[src/hdl/tcw_pkg.sv]
// Shared types, sizes and codes of the text console writer.
package tcw_pkg;

  localparam int ROWS    = 25;
  localparam int COLS    = 80;
  localparam int CELLS   = ROWS * COLS;
  localparam int ADDR_W  = $clog2(CELLS);
  localparam int CNT_W   = $clog2(CELLS + 1);
  localparam int ROW_W   = $clog2(ROWS);
  localparam int COL_W   = $clog2(COLS + 1);
  localparam int CELL_W  = 16;

  localparam int QDEPTH  = 2;
  localparam int Q_PTR_W = $clog2(QDEPTH);
  localparam int Q_CNT_W = $clog2(QDEPTH + 1);

  localparam logic [7:0] NEWLINE_CODE = 8'd10;
  localparam logic [7:0] SPACE_CODE   = 8'd32;
  localparam int         BG_SHIFT     = 4;

  localparam logic [3:0] RESET_FG   = 4'hF;
  localparam logic [3:0] RESET_BG   = 4'h0;
  localparam logic [7:0] RESET_ATTR = {RESET_BG, RESET_FG};

  // Configuration register indexes.
  localparam logic REG_FG = 1'b0;
  localparam logic REG_BG = 1'b1;

  typedef enum logic [1:0] {
    OP_PUT    = 2'd0,
    OP_CLEAR  = 2'd1,
    OP_READ   = 2'd2,
    OP_UNUSED = 2'd3
  } op_t;

  typedef enum logic [2:0] {
    K_PUT,
    K_NEWLINE,
    K_CLEAR,
    K_READ,
    K_NOP
  } kind_t;

  typedef struct packed {
    logic [1:0]  operation;
    logic [7:0]  char_code;
    logic [10:0] cell_index;
  } in_item_t;

  typedef struct packed {
    logic [4:0] cursor_row_out;
    logic [6:0] cursor_col_out;
    logic [7:0] read_char;
    logic [7:0] read_attr;
  } out_item_t;

  typedef struct packed {
    kind_t             kind;
    logic [7:0]        char_code;
    logic [ADDR_W-1:0] addr;
  } cmd_t;

endpackage

[src/hdl/tcw_front.sv]
// Front end: accepts items, decodes them into commands and queues them.
module tcw_front (
  input  logic             clk,
  input  logic             rst_n,
  input  logic             in_valid,
  output logic             in_ready,
  input  tcw_pkg::in_item_t in_data,
  output logic             q_valid,
  input  logic             q_ready,
  output tcw_pkg::cmd_t    q_cmd
);

  tcw_pkg::cmd_t                  entry_r [tcw_pkg::QDEPTH];
  logic [tcw_pkg::Q_PTR_W-1:0]    wr_ptr_r, wr_ptr_nxt;
  logic [tcw_pkg::Q_PTR_W-1:0]    rd_ptr_r, rd_ptr_nxt;
  logic [tcw_pkg::Q_CNT_W-1:0]    fill_r, fill_nxt;
  tcw_pkg::cmd_t                  dec_cmd;
  logic                           push, pop;

  // An out-of-range read becomes a no-op so the back end never sees a bad address.
  always_comb begin
    dec_cmd.char_code = in_data.char_code;
    dec_cmd.addr      = tcw_pkg::ADDR_W'(in_data.cell_index);
    case (in_data.operation)
      tcw_pkg::OP_PUT: begin
        dec_cmd.kind = (in_data.char_code == tcw_pkg::NEWLINE_CODE) ?
                       tcw_pkg::K_NEWLINE : tcw_pkg::K_PUT;
      end
      tcw_pkg::OP_CLEAR: begin
        dec_cmd.kind = tcw_pkg::K_CLEAR;
      end
      tcw_pkg::OP_READ: begin
        dec_cmd.kind = (int'(in_data.cell_index) < tcw_pkg::CELLS) ?
                       tcw_pkg::K_READ : tcw_pkg::K_NOP;
      end
      default: begin
        dec_cmd.kind = tcw_pkg::K_NOP;
      end
    endcase
  end

  assign in_ready = (fill_r != tcw_pkg::Q_CNT_W'(tcw_pkg::QDEPTH));
  assign q_valid  = (fill_r != '0);
  assign q_cmd    = entry_r[rd_ptr_r];
  assign push     = in_valid && in_ready;
  assign pop      = q_valid && q_ready;

  always_comb begin
    wr_ptr_nxt = wr_ptr_r;
    rd_ptr_nxt = rd_ptr_r;
    fill_nxt   = fill_r;
    if (push) begin
      wr_ptr_nxt = (wr_ptr_r == tcw_pkg::Q_PTR_W'(tcw_pkg::QDEPTH - 1)) ?
                   '0 : wr_ptr_r + 1'b1;
    end
    if (pop) begin
      rd_ptr_nxt = (rd_ptr_r == tcw_pkg::Q_PTR_W'(tcw_pkg::QDEPTH - 1)) ?
                   '0 : rd_ptr_r + 1'b1;
    end
    if (push && !pop) begin
      fill_nxt = fill_r + 1'b1;
    end else if (pop && !push) begin
      fill_nxt = fill_r - 1'b1;
    end
  end

  always_ff @(posedge clk) begin
    if (push) begin
      entry_r[wr_ptr_r] <= dec_cmd;
    end
    if (!rst_n) begin
      wr_ptr_r <= '0;
      rd_ptr_r <= '0;
      fill_r   <= '0;
    end else begin
      wr_ptr_r <= wr_ptr_nxt;
      rd_ptr_r <= rd_ptr_nxt;
      fill_r   <= fill_nxt;
    end
  end

endmodule

[config.mk]
export PLATFORM = sky130hd
export DESIGN_NAME = tcw_front
export DESIGN_NICKNAME = d
export VERILOG_FILES = /design/src/hdl/tcw_pkg.sv /design/src/hdl/tcw_front.sv
export SDC_FILE = /design/constraint.sdc
export NUM_CORES = 1
export LEC_CHECK = 0
export ABC_CLOCK_PERIOD_IN_PS = 4000
export BUFFER_PORTS_ARGS = -buffer_cell sky130_fd_sc_hd__buf_2
export CORE_MARGIN = 10
export CORE_UTILIZATION = 48
export DETAILED_ROUTE_END_ITERATION = 8
export PLACE_DENSITY = 0.73
export SETUP_SLACK_MARGIN = 0.1
export SYNTH_ARGS = -nofsm -noshare
export SYNTH_HDL_FRONTEND = slang
export SYNTH_SLANG_ARGS = --single-unit
[constraint.sdc]
create_clock -name clk -period 4 [get_ports clk]
set_clock_uncertainty 0.15 [all_clocks]
set_input_delay 0.6 -clock clk [delete_from_list [all_inputs] [get_ports clk]]
set_output_delay 0.6 -clock clk [all_outputs]
set_load 0.02 [all_outputs]
==> flow_summary.toml <==
[finish]
antennaDiodeCount = 0
areaGrowthSynthToFinish_pct = 22.5
drive_gt1_share_pct = 51.6
nNetsFinal = 182
fin_util_pct = 61.8
final_area_um2 = 2310

[floorplan]
placementRows = 22
die_x_um = 82.7
start_util_pct = 50.4
core_region_area_um2 = 3740
fp.dieH_um = 82.7
die-area_um2 = 6840
num_io_pins = 49

[sta]
worstMarginPinSlew_ns = 0.995
setup_viol = 0
period_minus_slack_ns = 2.58
hold_violations = 0
max_freq_mhz = 387
rsz0062_at_grt = "no"
setup-tns-final_ns = 0
hold_ws_ns = 0.350
min_period_over_period_pct = 64.6
max_slew_margin_pct = 33.7
drv_slew = 0

[synthesis]
yosysTopAreaCellShare_pct = 70.0
synthTopCellsByCount = "edfxtp_1, mux2_2, and2_1, dfxtp_1, o21ai_0"
synth_most_common_cell = "edfxtp_1"
yosys_warnings = 0
ys_async_sr_fraction_pct = 0
avgSynthCellArea_um2 = 18.3
syn_nets = 129
synth.distinct_cells = 25
synth_area_leaders = "edfxtp_1, mux2_2, dfxtp_1"
ys.flop_type = "edfxtp_1"
synth_edf_count = 44
synth_seq_cells = 49
seq_area_frac_synth_pct = 75.3
synthCells = 103
synth.largest_area_cell = "edfxtp_1"
netlist_area_um2 = 1890

[detailed_routing]
wirelength_mm = 3.53
vias = 1051
drtAntennaViolNets = 0
wl_per_cell_um = 17.2
firstDrtPassIters = 4
drc = 0
routed_via_density = 5.13
drt_iter0_markers = 97

[grt]
grt.total_usage_pct = 10.6
grt_pass1_wl_mm = 5.38
antenna_found_initial = 0
grt_max_degree = 23
grt_pass1_vias = 1098
overflow = 0

[critical_path]
reg2reg_to = "entry_r[1][15]$_DFFE_PP_"
endpoint = "q_cmd[17]"
r2r.worst_path.cells = 2
cp.arrival_ns = 1.83
max_stage_delay_ns = 0.95
timing.rr.start = "fill_r[0]$_SDFFE_PN0P_"
setup.worst_path.end_class = "output port"
reg2reg_slack_ns = 2.04
worstPathRequired_ns = 3.25
crit_fanout = 22
slowest_stage = "dfxtp_1"
crit_path_cell_trace = "mux2_2 > buf_2"
path_class = "reg2out"
start_kind = "flop"

[cts]
cts_sinks = 49
ctsHoldBuffers = 0
clockRootBuffer = "clkbuf_8"
clk_pin_slew_worst_paths_ns = 0.08
htreeDepth = 2
cts_buffers = 5
clk-insertion-delay-late_ns = 0.29
cts_tree = "built"
cts_setup_buffers = 0
clk_path_buf_depth = 2
post_cts_resized = 0

[placed_design]
port_buffers = 48
dpl.hpwl_mm = 2.55
finalWeightedCongestion = 0.714
placed_area_um2 = 2180

[worst_hold_path]
hold_class = "in2reg"
holdPathStages = 1

[power]
ir_drop_mv = 0.334
p_per_area_nw_per_um2 = 651
p_leak_uw = 0.000873
p_comb_share_pct = 27.0
p_int_uw = 1070
clock_power_share_pct = 26.6
netSwitchingFraction_pct = 28.6
p_seq_share_pct = 46.4
switching_power_uw = 431
power.total_uw = 1510

[job]
drv_cap = 0

[run_status]
status = "complete, no violations"
cells in the final DEF, fill, tap and decap left out, drive strengths merged, types with 2 or more instances in the layout:
cell | Yosys | final
a21boi | 2 | 2
and2 | 5 | 5
buf | 2 | 48
bufinv | 0 | 2
clkbuf | 0 | 5
dfxtp | 5 | 5
edfxtp | 44 | 44
inv | 2 | 2
mux2 | 22 | 22
o21ai | 5 | 5
xnor2 | 2 | 2
sequential cells by signal, summed over array words and instances (netlist names), named ones only:
signal    count
entry_r      44
fill_r        2
rd_ptr_r      1
wr_ptr_r      1
area by class of cell:
cell class / instances / area [um^2]
clock inverters: 3 / 65.1
multi-input cells: 50 / 449
flip-flops and latches: 49 / 1420
well taps: 48 / 60.1
fillers: 307 / 1430
clock buffers: 5 / 68.8
inverters: 2 / 7.51
repair buffers: 48 / 240
layer usage:
layer / global-route usage (%) / part of all wire [%] / vias to the layer above / wire length, um
met4: 4.01 / 0.85 / 0 / 30
met3: 4.97 / 9.3 / 2 / 329
li1: - / - / 501 / -
met5: 0 / 0 / - / 0
met1: 11.5 / 39 / 516 / 1370
met2: 17.7 / 51 / 32 / 1800
critical path: cells and delay by family, from the launching register on:
| family | cells | cell delay, ns |
|---|---|---|
| muxes | 1 | 0.43 |
| DFF | 1 | 0.95 |
| buffers and inverters | 1 | 0.16 |
kinds of logic after synthesis:
group	after synthesis	synth area share, %
xor gates and xnor gates	3	1.39
DFF	49	75.3
muxes	22	13.1
and+or+nand+nor	14	5.17
AOI/OAI and AO/OA	10	3.45
buffers and inverters	4	0.928
adders and majority gates	1	0.663
how the worst min path moves through the flow:
stage | to | slack, ns | from
after CTS | entry_r[1][2]$_DFFE_PP_ | 0.34 | in_data[2]
after global placement | fill_r[1]$_SDFFE_PN0P_ | 0.37 | fill_r[1]$_SDFFE_PN0P_
after floorplan | fill_r[1]$_SDFFE_PN0P_ | 0.36 | fill_r[1]$_SDFFE_PN0P_
after global routing | entry_r[0][3]$_DFFE_PP_ | 0.34 | in_data[3]
after detailed placement | fill_r[1]$_SDFFE_PN0P_ | 0.40 | fill_r[1]$_SDFFE_PN0P_
final | entry_r[0][3]$_DFFE_PP_ | 0.35 | in_data[3]
power groups by stage:
stage                     clock network [uW]  logic, uW  registers (uW)
after floorplan                            0        314             677
after global placement                     0        405             707
after detailed placement                   0        413             713
after CTS                                406        416             702
after global routing                     428        442             710
final                                    400        406             699
through the flow:
step                      instances  setup slack [ns]
after detailed placement        197              1.71
after global routing            205              1.30
after global placement          197              1.73
final                           205              1.42
after floorplan                 103              2.26
after CTS                       205              1.37
Power figures use the tool's default switching activity.
